File: config.mk
export PLATFORM = sky130hd
export DESIGN_NAME = onewire_temperature_reader_core_flat
export DESIGN_NICKNAME = d
export VERILOG_FILES = /design/src/sv/owtr_pkg.sv /design/src/sv/owtr_in_if.sv /design/src/sv/owtr_out_if.sv /design/src/sv/owtr_cfg.sv /design/src/sv/owtr_seq.sv /design/src/sv/onewire_temperature_reader_core.sv /design/src/flat_wrapper.sv
export VERILOG_INCLUDE_DIRS = /design/src /design/src/sv
export SDC_FILE = /design/constraint.sdc
export NUM_CORES = 1
export LEC_CHECK = 0
export ABC_AREA = 1
export BUFFER_PORTS_ARGS = -buffer_cell sky130_fd_sc_hd__buf_2
export CELL_PAD_IN_SITES_DETAIL_PLACEMENT = 1
export CELL_PAD_IN_SITES_GLOBAL_PLACEMENT = 2
export CORE_UTILIZATION = 34
export DETAILED_ROUTE_END_ITERATION = 10
export PLACE_DENSITY = 0.85
export SLEW_MARGIN = 25
export SYNTH_ARGS = -nofsm -noshare
export SYNTH_HDL_FRONTEND = slang
export SYNTH_SLANG_ARGS = --single-unit
File: constraint.sdc
create_clock -name clk -period 3.2 [get_ports clk]
set_input_delay 0.32 -clock clk [delete_from_list [all_inputs] [get_ports clk]]
set_output_delay 0.32 -clock clk [all_outputs]
set_load 0.03 [all_outputs]
File: src/sv/onewire_temperature_reader_core_macros.svh
// Assertion macros for the one-wire temperature reader core.
`ifndef ONEWIRE_TEMPERATURE_READER_CORE_MACROS_SVH
`define ONEWIRE_TEMPERATURE_READER_CORE_MACROS_SVH

`ifndef SYNTHESIS
`define OWTR_ASSERT_NOW(lbl, ante, cons) \
    lbl: assert property (@(posedge clk) disable iff (!rst_n) (ante) |-> (cons)) \
        else $error("owtr assertion failed");
`define OWTR_ASSERT_NEXT(lbl, ante, cons) \
    lbl: assert property (@(posedge clk) disable iff (!rst_n) (ante) |=> (cons)) \
        else $error("owtr assertion failed");
`else
`define OWTR_ASSERT_NOW(lbl, ante, cons)
`define OWTR_ASSERT_NEXT(lbl, ante, cons)
`endif

`endif

File: src/sv/owtr_pkg.sv
// Types and constants shared by the one-wire temperature reader core.
package owtr_pkg;

    localparam int CFG_WIDTH   = 20;
    localparam int TIMER_WIDTH = 20;

    typedef enum logic [3:0] {
        PH_IDLE     = 4'd0,
        PH_RST_LOW  = 4'd1,
        PH_RST_WAIT = 4'd2,
        PH_RST_HOLD = 4'd3,
        PH_WR_LOW   = 4'd4,
        PH_WR_HIGH  = 4'd5,
        PH_RECOVER  = 4'd6,
        PH_CONVERT  = 4'd7,
        PH_RD_LOW   = 4'd8,
        PH_RD_WAIT  = 4'd9
    } phase_t;

    typedef enum logic [1:0] {
        CFG_RESET_LOW_TIME = 2'd0,
        CFG_PRESENCE_DELAY = 2'd1,
        CFG_SLOT_TIME      = 2'd2,
        CFG_CONVERT_WAIT   = 2'd3
    } cfg_index_t;

    localparam logic [3:0] STEP_RESET1  = 4'd0;
    localparam logic [3:0] STEP_CMD_CONVERT = 4'd2;
    localparam logic [3:0] STEP_CONVERT = 4'd3;
    localparam logic [3:0] STEP_RESET2  = 4'd4;
    localparam logic [3:0] STEP_CMD_READ = 4'd6;
    localparam logic [3:0] STEP_READ_LO = 4'd7;
    localparam logic [3:0] STEP_READ_HI = 4'd8;

    localparam logic [7:0] CMD_SKIP_ROM = 8'hCC;
    localparam logic [7:0] CMD_CONVERT  = 8'h44;
    localparam logic [7:0] CMD_READ_PAD = 8'hBE;

    localparam logic [TIMER_WIDTH-1:0] READ_LOW_TICKS = 20'd2;

    localparam logic [9:0]  RESET_LOW_TIME_INIT = 10'd480;
    localparam logic [7:0]  PRESENCE_DELAY_INIT = 8'd60;
    localparam logic [7:0]  SLOT_TIME_INIT      = 8'd60;
    localparam logic [19:0] CONVERT_WAIT_INIT   = 20'd600;

    typedef struct packed {
        logic [9:0]  reset_low_time;
        logic [7:0]  presence_delay;
        logic [7:0]  slot_time;
        logic [19:0] convert_wait;
    } cfg_t;

    typedef struct packed {
        logic        bus_drive_low;
        logic        busy_res;
        logic        done_res;
        logic        no_device;
        logic [11:0] temperature;
    } res_t;

endpackage

File: src/sv/owtr_in_if.sv
// Input channel: one word per bus tick carrying start request and wire level.
interface owtr_in_if;
    logic valid;
    logic ready;
    logic start_req;
    logic bus_level;

    modport source (output valid, output start_req, output bus_level, input ready);
    modport sink   (input valid, input start_req, input bus_level, output ready);
endinterface

File: src/sv/owtr_out_if.sv
// Output channel: one result word per accepted input word.
interface owtr_out_if;
    logic        valid;
    logic        ready;
    logic        bus_drive_low;
    logic        busy_res;
    logic        done_res;
    logic        no_device;
    logic [11:0] temperature;

    modport source (output valid, output bus_drive_low, output busy_res, output done_res,
                    output no_device, output temperature, input ready);
    modport sink   (input valid, input bus_drive_low, input busy_res, input done_res,
                    input no_device, input temperature, output ready);
endinterface

File: src/sv/owtr_cfg.sv
// Configuration register bank for the one-wire temperature reader core.
module owtr_cfg (
    input  logic                           clk,
    input  logic                           rst_n,
    input  logic                           cfg_wr_en,
    input  logic [1:0]                     cfg_index,
    input  logic [owtr_pkg::CFG_WIDTH-1:0] cfg_wdata,
    output owtr_pkg::cfg_t                 cfg
);

    owtr_pkg::cfg_t cfg_reg;
    owtr_pkg::cfg_t cfg_next;

    always_comb
    begin
        cfg_next = cfg_reg;
        if (cfg_wr_en)
        begin
            unique case (owtr_pkg::cfg_index_t'(cfg_index))
                owtr_pkg::CFG_RESET_LOW_TIME: cfg_next.reset_low_time = cfg_wdata[9:0];
                owtr_pkg::CFG_PRESENCE_DELAY: cfg_next.presence_delay = cfg_wdata[7:0];
                owtr_pkg::CFG_SLOT_TIME:      cfg_next.slot_time      = cfg_wdata[7:0];
                owtr_pkg::CFG_CONVERT_WAIT:   cfg_next.convert_wait   = cfg_wdata[19:0];
                default:                      cfg_next = cfg_reg;
            endcase
        end
    end

    always_ff @(posedge clk or negedge rst_n)
    begin
        if (!rst_n)
        begin
            cfg_reg.reset_low_time <= owtr_pkg::RESET_LOW_TIME_INIT;
            cfg_reg.presence_delay <= owtr_pkg::PRESENCE_DELAY_INIT;
            cfg_reg.slot_time      <= owtr_pkg::SLOT_TIME_INIT;
            cfg_reg.convert_wait   <= owtr_pkg::CONVERT_WAIT_INIT;
        end
        else
        begin
            cfg_reg <= cfg_next;
        end
    end

    assign cfg = cfg_reg;

endmodule

File: src/sv/owtr_seq.sv
// Bus script sequencer: advances the one-wire state by one tick per step.
module owtr_seq (
    input  logic           clk,
    input  logic           rst_n,
    input  logic           step_en,
    input  logic           start_req,
    input  logic           bus_level,
    input  owtr_pkg::cfg_t cfg,
    output owtr_pkg::res_t res
);

    localparam int TW = owtr_pkg::TIMER_WIDTH;

    owtr_pkg::phase_t phase_reg, phase_next;
    logic [TW-1:0]    tick_timer_reg, tick_timer_next;
    logic [3:0]       script_step_reg, script_step_next;
    logic [2:0]       bit_position_reg, bit_position_next;
    logic [7:0]       shift_byte_reg, shift_byte_next;
    logic [7:0]       low_byte_reg, low_byte_next;
    logic [11:0]      result_value_reg, result_value_next;
    logic             absent_flag_reg, absent_flag_next;

    logic [TW:0]      timer_inc;
    logic [TW-1:0]    phase_len;
    logic [TW-1:0]    timer_adv;
    logic             last_tick;
    logic [7:0]       cmd_byte;
    logic             cmd_bit;
    logic             do_enter;
    logic [3:0]       enter_sel;
    logic             do_finish;
    logic             drive;
    logic             busy;
    logic             done;

    function automatic owtr_pkg::phase_t step_phase(input logic [3:0] s);
        owtr_pkg::phase_t p;
        if (s == owtr_pkg::STEP_RESET1 || s == owtr_pkg::STEP_RESET2)
            p = owtr_pkg::PH_RST_LOW;
        else if (s == owtr_pkg::STEP_CONVERT)
            p = owtr_pkg::PH_CONVERT;
        else if (s >= owtr_pkg::STEP_READ_LO)
            p = owtr_pkg::PH_RD_LOW;
        else
            p = owtr_pkg::PH_WR_LOW;
        return p;
    endfunction

    always_comb
    begin
        if (script_step_reg == owtr_pkg::STEP_CMD_CONVERT)
            cmd_byte = owtr_pkg::CMD_CONVERT;
        else if (script_step_reg == owtr_pkg::STEP_CMD_READ)
            cmd_byte = owtr_pkg::CMD_READ_PAD;
        else
            cmd_byte = owtr_pkg::CMD_SKIP_ROM;
    end

    assign cmd_bit = cmd_byte[bit_position_reg];

    // length of the current timed phase
    always_comb
    begin
        unique case (phase_reg)
            owtr_pkg::PH_RST_LOW,
            owtr_pkg::PH_RST_HOLD: phase_len = TW'(cfg.reset_low_time);
            owtr_pkg::PH_RST_WAIT: phase_len = TW'(cfg.presence_delay);
            owtr_pkg::PH_WR_LOW:   phase_len = cmd_bit ? TW'(1) : TW'(cfg.slot_time);
            owtr_pkg::PH_WR_HIGH,
            owtr_pkg::PH_RD_WAIT:  phase_len = TW'(cfg.slot_time);
            owtr_pkg::PH_RD_LOW:   phase_len = owtr_pkg::READ_LOW_TICKS;
            owtr_pkg::PH_CONVERT:  phase_len = cfg.convert_wait;
            default:               phase_len = TW'(1);
        endcase
    end

    assign timer_inc = {1'b0, tick_timer_reg} + (TW+1)'(1);
    assign last_tick = timer_inc >= {1'b0, phase_len};
    assign timer_adv = last_tick ? '0 : timer_inc[TW-1:0];

    always_comb
    begin
        phase_next        = phase_reg;
        tick_timer_next   = tick_timer_reg;
        script_step_next  = script_step_reg;
        bit_position_next = bit_position_reg;
        shift_byte_next   = shift_byte_reg;
        low_byte_next     = low_byte_reg;
        result_value_next = result_value_reg;
        absent_flag_next  = absent_flag_reg;
        do_enter          = 1'b0;
        enter_sel         = script_step_reg + 4'd1;
        do_finish         = 1'b0;
        drive             = 1'b0;
        busy              = (phase_reg >= owtr_pkg::PH_RST_LOW) &&
                            (phase_reg <= owtr_pkg::PH_RD_WAIT);

        unique case (phase_reg)
            owtr_pkg::PH_RST_LOW:
            begin
                drive           = 1'b1;
                tick_timer_next = timer_adv;
                if (last_tick)
                    phase_next = owtr_pkg::PH_RST_WAIT;
            end
            owtr_pkg::PH_RST_WAIT:
            begin
                tick_timer_next = timer_adv;
                if (last_tick)
                begin
                    if (script_step_reg == owtr_pkg::STEP_RESET1)
                        absent_flag_next = bus_level;
                    phase_next = owtr_pkg::PH_RST_HOLD;
                end
            end
            owtr_pkg::PH_RST_HOLD:
            begin
                tick_timer_next = timer_adv;
                if (last_tick)
                begin
                    if (script_step_reg == owtr_pkg::STEP_RESET1 && absent_flag_reg)
                    begin
                        result_value_next = '0;
                        do_finish         = 1'b1;
                    end
                    else
                    begin
                        do_enter = 1'b1;
                    end
                end
            end
            owtr_pkg::PH_WR_LOW:
            begin
                drive           = 1'b1;
                tick_timer_next = timer_adv;
                if (last_tick)
                    phase_next = cmd_bit ? owtr_pkg::PH_WR_HIGH : owtr_pkg::PH_RECOVER;
            end
            owtr_pkg::PH_WR_HIGH:
            begin
                tick_timer_next = timer_adv;
                if (last_tick)
                    phase_next = owtr_pkg::PH_RECOVER;
            end
            owtr_pkg::PH_RD_LOW:
            begin
                drive           = 1'b1;
                tick_timer_next = timer_adv;
                if (last_tick)
                    phase_next = owtr_pkg::PH_RD_WAIT;
            end
            owtr_pkg::PH_RD_WAIT:
            begin
                // sample on the first released tick
                if (tick_timer_reg == '0)
                    shift_byte_next = shift_byte_reg | (8'(bus_level) << bit_position_reg);
                tick_timer_next = timer_adv;
                if (last_tick)
                    phase_next = owtr_pkg::PH_RECOVER;
            end
            owtr_pkg::PH_RECOVER:
            begin
                tick_timer_next = '0;
                if (bit_position_reg != 3'd7)
                begin
                    bit_position_next = bit_position_reg + 3'd1;
                    phase_next = (script_step_reg >= owtr_pkg::STEP_READ_LO) ?
                                 owtr_pkg::PH_RD_LOW : owtr_pkg::PH_WR_LOW;
                end
                else if (script_step_reg == owtr_pkg::STEP_READ_LO)
                begin
                    low_byte_next = shift_byte_reg;
                    do_enter      = 1'b1;
                    enter_sel     = owtr_pkg::STEP_READ_HI;
                end
                else if (script_step_reg >= owtr_pkg::STEP_READ_HI)
                begin
                    result_value_next = {shift_byte_reg, low_byte_reg[7:4]};
                    do_finish         = 1'b1;
                end
                else
                begin
                    do_enter = 1'b1;
                end
            end
            owtr_pkg::PH_CONVERT:
            begin
                tick_timer_next = timer_adv;
                if (last_tick)
                begin
                    do_enter  = 1'b1;
                    enter_sel = owtr_pkg::STEP_RESET2;
                end
            end
            default:
            begin
                phase_next = owtr_pkg::PH_IDLE;
                if (start_req)
                begin
                    absent_flag_next = 1'b0;
                    do_enter         = 1'b1;
                    enter_sel        = owtr_pkg::STEP_RESET1;
                end
            end
        endcase

        if (do_enter)
        begin
            script_step_next  = enter_sel;
            tick_timer_next   = '0;
            bit_position_next = '0;
            shift_byte_next   = '0;
            phase_next        = step_phase(enter_sel);
        end

        done = do_finish;
        if (do_finish)
        begin
            phase_next        = owtr_pkg::PH_IDLE;
            script_step_next  = '0;
            tick_timer_next   = '0;
            bit_position_next = '0;
        end
    end

    always_ff @(posedge clk or negedge rst_n)
    begin
        if (!rst_n)
        begin
            phase_reg        <= owtr_pkg::PH_IDLE;
            tick_timer_reg   <= '0;
            script_step_reg  <= '0;
            bit_position_reg <= '0;
            shift_byte_reg   <= '0;
            low_byte_reg     <= '0;
            result_value_reg <= '0;
            absent_flag_reg  <= 1'b0;
        end
        else if (step_en)
        begin
            phase_reg        <= phase_next;
            tick_timer_reg   <= tick_timer_next;
            script_step_reg  <= script_step_next;
            bit_position_reg <= bit_position_next;
            shift_byte_reg   <= shift_byte_next;
            low_byte_reg     <= low_byte_next;
            result_value_reg <= result_value_next;
            absent_flag_reg  <= absent_flag_next;
        end
    end

    assign res.bus_drive_low = drive;
    assign res.busy_res      = busy;
    assign res.done_res      = done;
    assign res.no_device     = absent_flag_next;
    assign res.temperature   = result_value_next;

endmodule

File: src/sv/onewire_temperature_reader_core.sv
// Top level of the one-wire temperature reader: handshake, output register, checks.
//
// Each input word is one bus tick. A word is taken in every clock cycle while
// the output register is empty or being drained, and its result word appears
// the next cycle from that register; a stalled output holds back the input.
// The sequencer state advances once per accepted word, so all bus timing is
// counted in accepted words, not in clock cycles. A start request in idle runs
// reset and presence check, Skip-ROM and Convert, the convert wait, a second
// reset, Skip-ROM and Read-Scratchpad, then reads two bytes LSB first; the
// temperature is the 16-bit reading shifted right by four. Configuration
// writes take effect on the next word.

`include "onewire_temperature_reader_core_macros.svh"

module onewire_temperature_reader_core (
    input  logic                           clk,
    input  logic                           rst_n,
    owtr_in_if.sink                        in_ch,
    owtr_out_if.source                     out_ch,
    input  logic                           cfg_wr_en,
    input  logic [1:0]                     cfg_index,
    input  logic [owtr_pkg::CFG_WIDTH-1:0] cfg_wdata
);

    owtr_pkg::cfg_t cfg;
    owtr_pkg::res_t res;
    owtr_pkg::res_t res_reg;
    logic           out_valid_reg, out_valid_next;
    logic           accept;

    owtr_cfg u_cfg (
        .clk       (clk),
        .rst_n     (rst_n),
        .cfg_wr_en (cfg_wr_en),
        .cfg_index (cfg_index),
        .cfg_wdata (cfg_wdata),
        .cfg       (cfg)
    );

    owtr_seq u_seq (
        .clk       (clk),
        .rst_n     (rst_n),
        .step_en   (accept),
        .start_req (in_ch.start_req),
        .bus_level (in_ch.bus_level),
        .cfg       (cfg),
        .res       (res)
    );

    assign in_ch.ready = !out_valid_reg || out_ch.ready;
    assign accept      = in_ch.valid && in_ch.ready;

    always_comb
    begin
        if (accept)
            out_valid_next = 1'b1;
        else if (out_ch.ready)
            out_valid_next = 1'b0;
        else
            out_valid_next = out_valid_reg;
    end

    always_ff @(posedge clk or negedge rst_n)
    begin
        if (!rst_n)
            out_valid_reg <= 1'b0;
        else
            out_valid_reg <= out_valid_next;
    end

    always_ff @(posedge clk)
    begin
        if (accept)
            res_reg <= res;
    end

    assign out_ch.valid         = out_valid_reg;
    assign out_ch.bus_drive_low = res_reg.bus_drive_low;
    assign out_ch.busy_res      = res_reg.busy_res;
    assign out_ch.done_res      = res_reg.done_res;
    assign out_ch.no_device     = res_reg.no_device;
    assign out_ch.temperature   = res_reg.temperature;

    `OWTR_ASSERT_NEXT(a_accept_fills, accept, out_valid_reg)
    `OWTR_ASSERT_NOW(a_drive_only_busy, out_valid_reg && res_reg.bus_drive_low, res_reg.busy_res)
    `OWTR_ASSERT_NOW(a_done_only_busy, out_valid_reg && res_reg.done_res, res_reg.busy_res)
    `OWTR_ASSERT_NOW(a_absent_zero, out_valid_reg && res_reg.done_res && res_reg.no_device, res_reg.temperature == 12'd0)

endmodule

File: src/flat_wrapper.sv
// flat-port wrapper written by rule: the top's interface ports become plain ports
module onewire_temperature_reader_core_flat 
  (clk, rst_n, cfg_wr_en, cfg_index, cfg_wdata, in_ch_valid, in_ch_start_req, in_ch_bus_level, in_ch_ready, out_ch_valid, out_ch_bus_drive_low, out_ch_busy_res, out_ch_done_res, out_ch_no_device, out_ch_temperature, out_ch_ready);
  owtr_in_if in_ch_i ();
  owtr_out_if out_ch_i ();
  input  logic clk;
  input  logic rst_n;
  input  logic cfg_wr_en;
  input  logic [1:0] cfg_index;
  input  logic [owtr_pkg::CFG_WIDTH-1:0] cfg_wdata;
  input wire logic [$bits(in_ch_i.valid)-1:0] in_ch_valid;
  input wire logic [$bits(in_ch_i.start_req)-1:0] in_ch_start_req;
  input wire logic [$bits(in_ch_i.bus_level)-1:0] in_ch_bus_level;
  output wire logic [$bits(in_ch_i.ready)-1:0] in_ch_ready;
  output wire logic [$bits(out_ch_i.valid)-1:0] out_ch_valid;
  output wire logic [$bits(out_ch_i.bus_drive_low)-1:0] out_ch_bus_drive_low;
  output wire logic [$bits(out_ch_i.busy_res)-1:0] out_ch_busy_res;
  output wire logic [$bits(out_ch_i.done_res)-1:0] out_ch_done_res;
  output wire logic [$bits(out_ch_i.no_device)-1:0] out_ch_no_device;
  output wire logic [$bits(out_ch_i.temperature)-1:0] out_ch_temperature;
  input wire logic [$bits(out_ch_i.ready)-1:0] out_ch_ready;
  assign in_ch_i.valid = in_ch_valid;
  assign in_ch_i.start_req = in_ch_start_req;
  assign in_ch_i.bus_level = in_ch_bus_level;
  assign in_ch_ready = in_ch_i.ready;
  assign out_ch_valid = out_ch_i.valid;
  assign out_ch_bus_drive_low = out_ch_i.bus_drive_low;
  assign out_ch_busy_res = out_ch_i.busy_res;
  assign out_ch_done_res = out_ch_i.done_res;
  assign out_ch_no_device = out_ch_i.no_device;
  assign out_ch_temperature = out_ch_i.temperature;
  assign out_ch_i.ready = out_ch_ready;
  onewire_temperature_reader_core u_core (.clk(clk), .rst_n(rst_n), .in_ch(in_ch_i), .out_ch(out_ch_i), .cfg_wr_en(cfg_wr_en), .cfg_index(cfg_index), .cfg_wdata(cfg_wdata));
endmodule
-- Word-level counts from Yosys, hierarchy flattened
Cells that the tools add are included.
- logic and storage cells: 156
- output and inout bits: 18
- input port bits: 29
- flip-flop bits (word level): 123
- equal/unequal tests: 25
- shift-type cells: 1
- multiplexer cells: 65
- bitwise logic cells: 2
- reductions and logical operators: 35
- add/subtract/negate cells: 3
- $lt $le $gt $ge: 7
- operators by type and width (kind ; count):
    20-bit one-hot mux with 6 select lines ; 1
    4-bit 2-to-1 mux ; 18
    12-bit 2-to-1 mux ; 5
    20-bit 2-to-1 mux ; 3
    8-bit 2-to-1 mux ; 5
    20-bit one-hot mux with 2 select lines ; 1
    4-bit by 3-bit equality test with 1-bit output, second input constant ; 7
    4-bit one-hot mux with 7 select lines ; 1
    12-bit one-hot mux with 2 select lines ; 1
    20-bit by 1-bit adder with 21-bit output, second input constant ; 1
    21-bit by 20-bit >= comparator with 1-bit output ; 1
    20-bit zero test ; 1
    4-bit inequality test, second input constant ; 5
    1-bit 2-to-1 mux ; 19
    4-bit by 2-bit equality test with 1-bit output, second input constant ; 4
    8-bit OR reduction ; 2
    3-bit 2-to-1 mux ; 4
    4-bit one-hot mux with 3 select lines ; 1
    2-bit AND reduction ; 6
    4-bit equality test, second input constant ; 2
    4-bit by 3-bit >= comparator with 1-bit output, second input constant ; 2
    4-bit zero test ; 2
    8-bit OR ; 1
    8-bit AND reduction ; 1
    other kinds (32) ; 44

-- Longest topological paths before layout
- depth in word-level cells: 16
- depth in mapped cells: 28
- depth with buffers taken out: 27

-- By module
Synthesis repeated with hierarchy kept, for this count alone.
- cell total of the unflattened synthesis: 821
- area total of the unflattened synthesis: 6810.3 sq um
- by module, submodules not included (module ; instances ; area each (sq um) ; sequential area each (sq um) ; cells an instance):
    owtr_seq ; 1 ; 4324.1 ; 1401.3 ; 594
    owtr_cfg ; 1 ; 1960.6 ; 1171.1 ; 205
    onewire_temperature_reader_core ; 1 ; 525.5 ; 505.5 ; 22

-- Worst setup path before layout
Ideal clock, no wire load.
- path type: register to register
- from: register u_core.u_seq.phase_reg[2]
- to: register u_core.res_reg, in the netlist u_core.out_ch.temperature[10], data pin
- required time: 2943 ps
- arrival time: 2857 ps
- library setup time: 257 ps
- period minus slack after synthesis: 3114 ps
- cell stages (with the launch flop): 23
- setup slack: 86 ps
- path buffers: 3
- cell sequence: dfrtp_1 -> inv_2 -> nor2_1 -> inv_1 -> nor2_2 -> clkbuf_1 -> clkbuf_1 -> nand2_1 -> ha_1 -> nand2_1 -> inv_1 -> nand2_1 -> nor2_1 -> nand2_1 -> nand2_1 -> nand2_4 -> nand2_4 -> nand2_1 -> nand2_2 -> nand2_4 -> buf_12 -> a22oi_2 -> inv_1
- RTL lines (element ; line ; source):
    start: declaration ; owtr_seq.sv:14 ; owtr_pkg::phase_t phase_reg, phase_next;
    start signal: assignment ; owtr_seq.sv:230 ; phase_reg <= owtr_pkg::PH_IDLE;
    start signal: assignment ; owtr_seq.sv:241 ; phase_reg <= phase_next;
    end signal: assignment ; onewire_temperature_reader_core.sv:74 ; res_reg <= res;
    end: declaration ; onewire_temperature_reader_core.sv:27 ; owtr_pkg::res_t res_reg;

==> reports/qor.csv <==
stage,metric,value,unit
global_route,number of global-route vias before repair,6122,
layout,max FFs per register,46,
floorplanning,initial cell density of the core,35.1,%
synth,"Primary FF master, synth",sky130_fd_sc_hd__dfrtp_1,
placement,setup slack at placement,-0.489,ns
synth,sequential element share of the synthesized area,46.4,%
route,count of vias placed by the detailed router,5808,
placement,cell area after placement,0.00774,mm²
power_and_ir_drop,PnR Total Power,7.50,mW
route,average wire per cell in the routed design,16.0,µm
placement,half-perimeter wire length after placement,12.9,mm
worst_hold_path,worst min-delay path startpoint,cfg_wdata[15],
clock_tree,Clk Tree Root Cell,sky130_fd_sc_hd__clkbuf_16,
sta,part of the cycle the worst path needs,107,%
route,residual DRC count,0,
critical_path,start of the worst register-to-register path,u_core.u_seq.script_step_reg[0]$_DFFE_PN0P_,
synth,number of enable flip-flop cells after synthesis,16,
global_route,initial antenna violation count,0,
route,Total Wirelength,19.1,mm
power_and_ir_drop,Max VDD drop,578,µV
global_route,All-Layer GR Usage,20.1,%
synth,cell type with the largest total area after synthesis,sky130_fd_sc_hd__dfrtp_1,
synth,Synth Net Count,822,
worst_hold_path,worst hold path type,input port to register,
synth,average size of a mapped cell,8.67,µm²
route,uppermost layer routed,met4,
synth,combinational family with the most area after synthesis,simple AND/OR/NAND/NOR gates,
clock_tree,Clock Tree Buf Depth,2,
synth,area share of the largest cell type after synthesis,32.8,%
layout,synth-to-layout area growth,34.5,%
critical_path,required time of the worst setup path,3.38,ns
critical_path,"Arr. time, crit path",3.61,ns
critical_path,Crit Path Category,register to register,
synth,library cells used by synthesis,48,
route,wire length on met3,454,µm
synth,multiplexer share of the synthesized area,1.70,%
route,met2 WL,9.66,mm
layout,end-of-flow core utilization,47.3,%
clock_tree,insertion delay to the later sink of the worst-skew pair,0.43,ns
floorplanning,die extent in y,142,µm
sta,transition time at the pin with the least slew margin,0.905,ns
synth,xor-xnor portion of the synthesized cell area,1.71,%
critical_path,Crit path largest cell delay,0.40,ns
synth,Seq cells post-synth,119,
floorplanning,standard-cell row count,50,
route,Detailed Route Iter0 Violations,195,
sta,final critical-path required period,3.43,ns
synth,"synthesized-area fraction occupied by ao, oa, aoi and oai cells",15.5,%
route,Avg Vias per Cell,4.89,
placement,number of buffers added on ports,46,
synth,proportion of synthesized flip-flops having asynchronous set or reset,86.6,%
power_and_ir_drop,cell leakage power,4.37,nW
placement,final weighted congestion in routability-driven placement,0.835,
critical_path,slowest CP cell,sky130_fd_sc_hd__dfrtp_1,
global_route,global route total overflow,0,
critical_path,Crit Path Max Fanout,8,
synth,Yosys warnings,0,
synth,most common cell in the netlist,sky130_fd_sc_hd__nand2_1,
sta,worst clock skew on the final layout,0.0116,ns
flow_run,maxcap violations,0,
critical_path,critical path cell sequence,inv_2 -> ha_4 -> o21a_4 -> o211ai_1 -> a22oi_2 -> o21ai_2 -> buf_6 -> o2bb2ai_4 -> a221oi_2 -> ha_1 -> nand2_2 -> nor2_2 -> nand2_2 -> nor2_1 -> nand2_1 -> nand3_2 -> a21oi_4 -> nand2_4 -> nand2_4 -> nand2_8 -> buf_12 -> nand2_8 -> a22oi_2 -> inv_1,
critical_path,sort of element at the end of the critical path,register,
sta,setup violation total in the final timing report,66,
sta,Final Hold Fails,0,
layout,Final Cell Area,0.00893,mm²
floorplanning,I/O Pins,47,
outcome,outcome,"finished, violations left",
synth,adder-cell share of the synthesized area,5.09,%
layout,Antenna Diode Count,0,
clock_tree,depth of the CTS H-tree,4,
outcome,violated checks,negative setup slack,
sta,achievable clock frequency,0.292,GHz
clock_tree,TritonCTS clock tree,built,
floorplanning,Total Die Area,0.0201,mm²
critical_path,CP Launch Type,register,
global_route,maximum number of pins on one net before global-route repair,54,
route,met1 WL,8.60,mm
sta,unrepaired setup endpoints after global routing,yes,
clock_tree,TritonCTS Sinks,119,
layout,net count reported at finish,971,
synth,Synth Instances,766,
clock_tree,TritonCTS Buffers,17,
sta,headroom to the max-slew limit,39.6,%
synth,Post-Synthesis Cell Area,0.00664,mm²
synth,"share of synthesized cell area in and, or, nand and nor gates",19.8,%
floorplanning,Horiz. Die Dim,142,µm
sta,Pins Over Slew Limit,0,
critical_path,worst setup path startpoint,u_core.u_seq.script_step_reg[0]$_DFFE_PN0P_,
synth,synth cell count leaders,"143 x sky130_fd_sc_hd__nand2_1, 126 x sky130_fd_sc_hd__inv_1, 87 x sky130_fd_sc_hd__dfrtp_1, 66 x sky130_fd_sc_hd__o21ai_0, 39 x sky130_fd_sc_hd__nor2_1",
power_and_ir_drop,power density over cell area,840,mW/mm²
critical_path,Buf/Inv on CP,4,
layout,fraction of layout instances using a drive strength above 1,36.9,%
synth,largest cells by area after synthesis,"sky130_fd_sc_hd__dfrtp_1 33%, sky130_fd_sc_hd__nand2_1 8.1%, sky130_fd_sc_hd__edfxtp_1 7.2%, sky130_fd_sc_hd__inv_1 7.1%, sky130_fd_sc_hd__dfstp_2 6.3%",
floorplanning,Floorplan Core Area,0.0189,mm²
route,drt pass-1 iters,4,
sta,minimum setup slack in the final design,-0.227,ns
global_route,first-pass GRT wire length,31.1,mm
route,post-route ant nets,0,
clock_tree,clock transition at the registers of the reported paths,0.06,ns
sta,worst hold slack across all endpoints,0.122,ns
critical_path,family of cells with the greatest summed delay on the critical path,compound AO/OA/AOI/OAI gates,
area by class of cell:
| class | instances | area [µm²] |
|---|---|---|
| fill | 2219 | 9960 |
| clock buffer | 17 | 425 |
| tap | 260 | 325 |
| timing repair buffer | 150 | 1080 |
| inverter | 140 | 531 |
| sequential | 119 | 3080 |
| multi-input combinational | 487 | 3360 |
| clock inverter | 15 | 130 |
per-stage QoR:
stage / cells / TNS, ns
CTS: 1183 / -9.78
detailed placement: 1135 / -22.70
floorplan: 766 / 0
global route: 1188 / -23.30
global placement: 1135 / -15.70
finish: 1188 / -9.19
final timing paths:
kind                                                     endpoint  slack (ns)  cells past startpoint
max in group asynchronous        u_core.u_cfg.cfg[30]$_DFFE_PN1P_        1.89                      3
min                              u_core.u_cfg.cfg[15]$_DFFE_PN0P_        0.12                      2
min in group asynchronous        u_core.u_cfg.cfg[19]$_DFFE_PN0P_        0.50                      2
min reg2reg                      u_core.u_cfg.cfg[26]$_DFFE_PN0P_        0.49                      2
max reg2reg                u_core.out_ch.temperature[8]$_DFFE_PP_       -0.23                     24
max                        u_core.out_ch.temperature[8]$_DFFE_PP_       -0.23                     24
cells by family (layout without fill, tap and decap cells):
kind of cell,count (synthesis),in the layout
AO/OA/AOI/OAI,158,158
XOR/XNOR,13,13
adder cells (fa/ha/maj),27,27
buffers and inverters,162,322
flip-flops,119,119
multiplexers,10,10
AND/OR/NAND/NOR,277,279
where the power goes:
part	internal, mW	total (mW)	leakage, nW	switching [mW]
combinational	1.50	3.65	2.63	2.15
clock	1.07	1.81	0.271	0.745
sequential	1.85	2.04	1.47	0.187
placed cells by master (no fill, tap or decap), drive strengths merged, types with 6 or more instances in the layout:
master	n
a21oi	17
a221oi	6
a22oi	14
buf	149
clkbuf	17
clkinv	10
dfrtp	87
dfstp	16
edfxtp	16
ha	27
inv	142
mux2	10
nand2	165
nand3	38
nand4	17
nor2	45
nor3	7
o21ai	85
o22ai	16
o2bb2ai	6
xor2	13
metal layers:
metal / GRT usage [%] / vias up
li1: - / 2838
met5: 0 / -
met2: 35.0 / 80
met1: 24.8 / 2865
met3: 3.58 / 25
met4: 7.47 / 0
what timing repair did:
item	CTS	global route
setup buffers	14	4
setup endpoints to repair	66	66
resized for setup	60	46
gates cloned	1	1
hold buffers	1	0
pin swaps	21	27
endpoints found under the hold margin	52	0
Note: power is estimated with default switching activity, not from simulation.
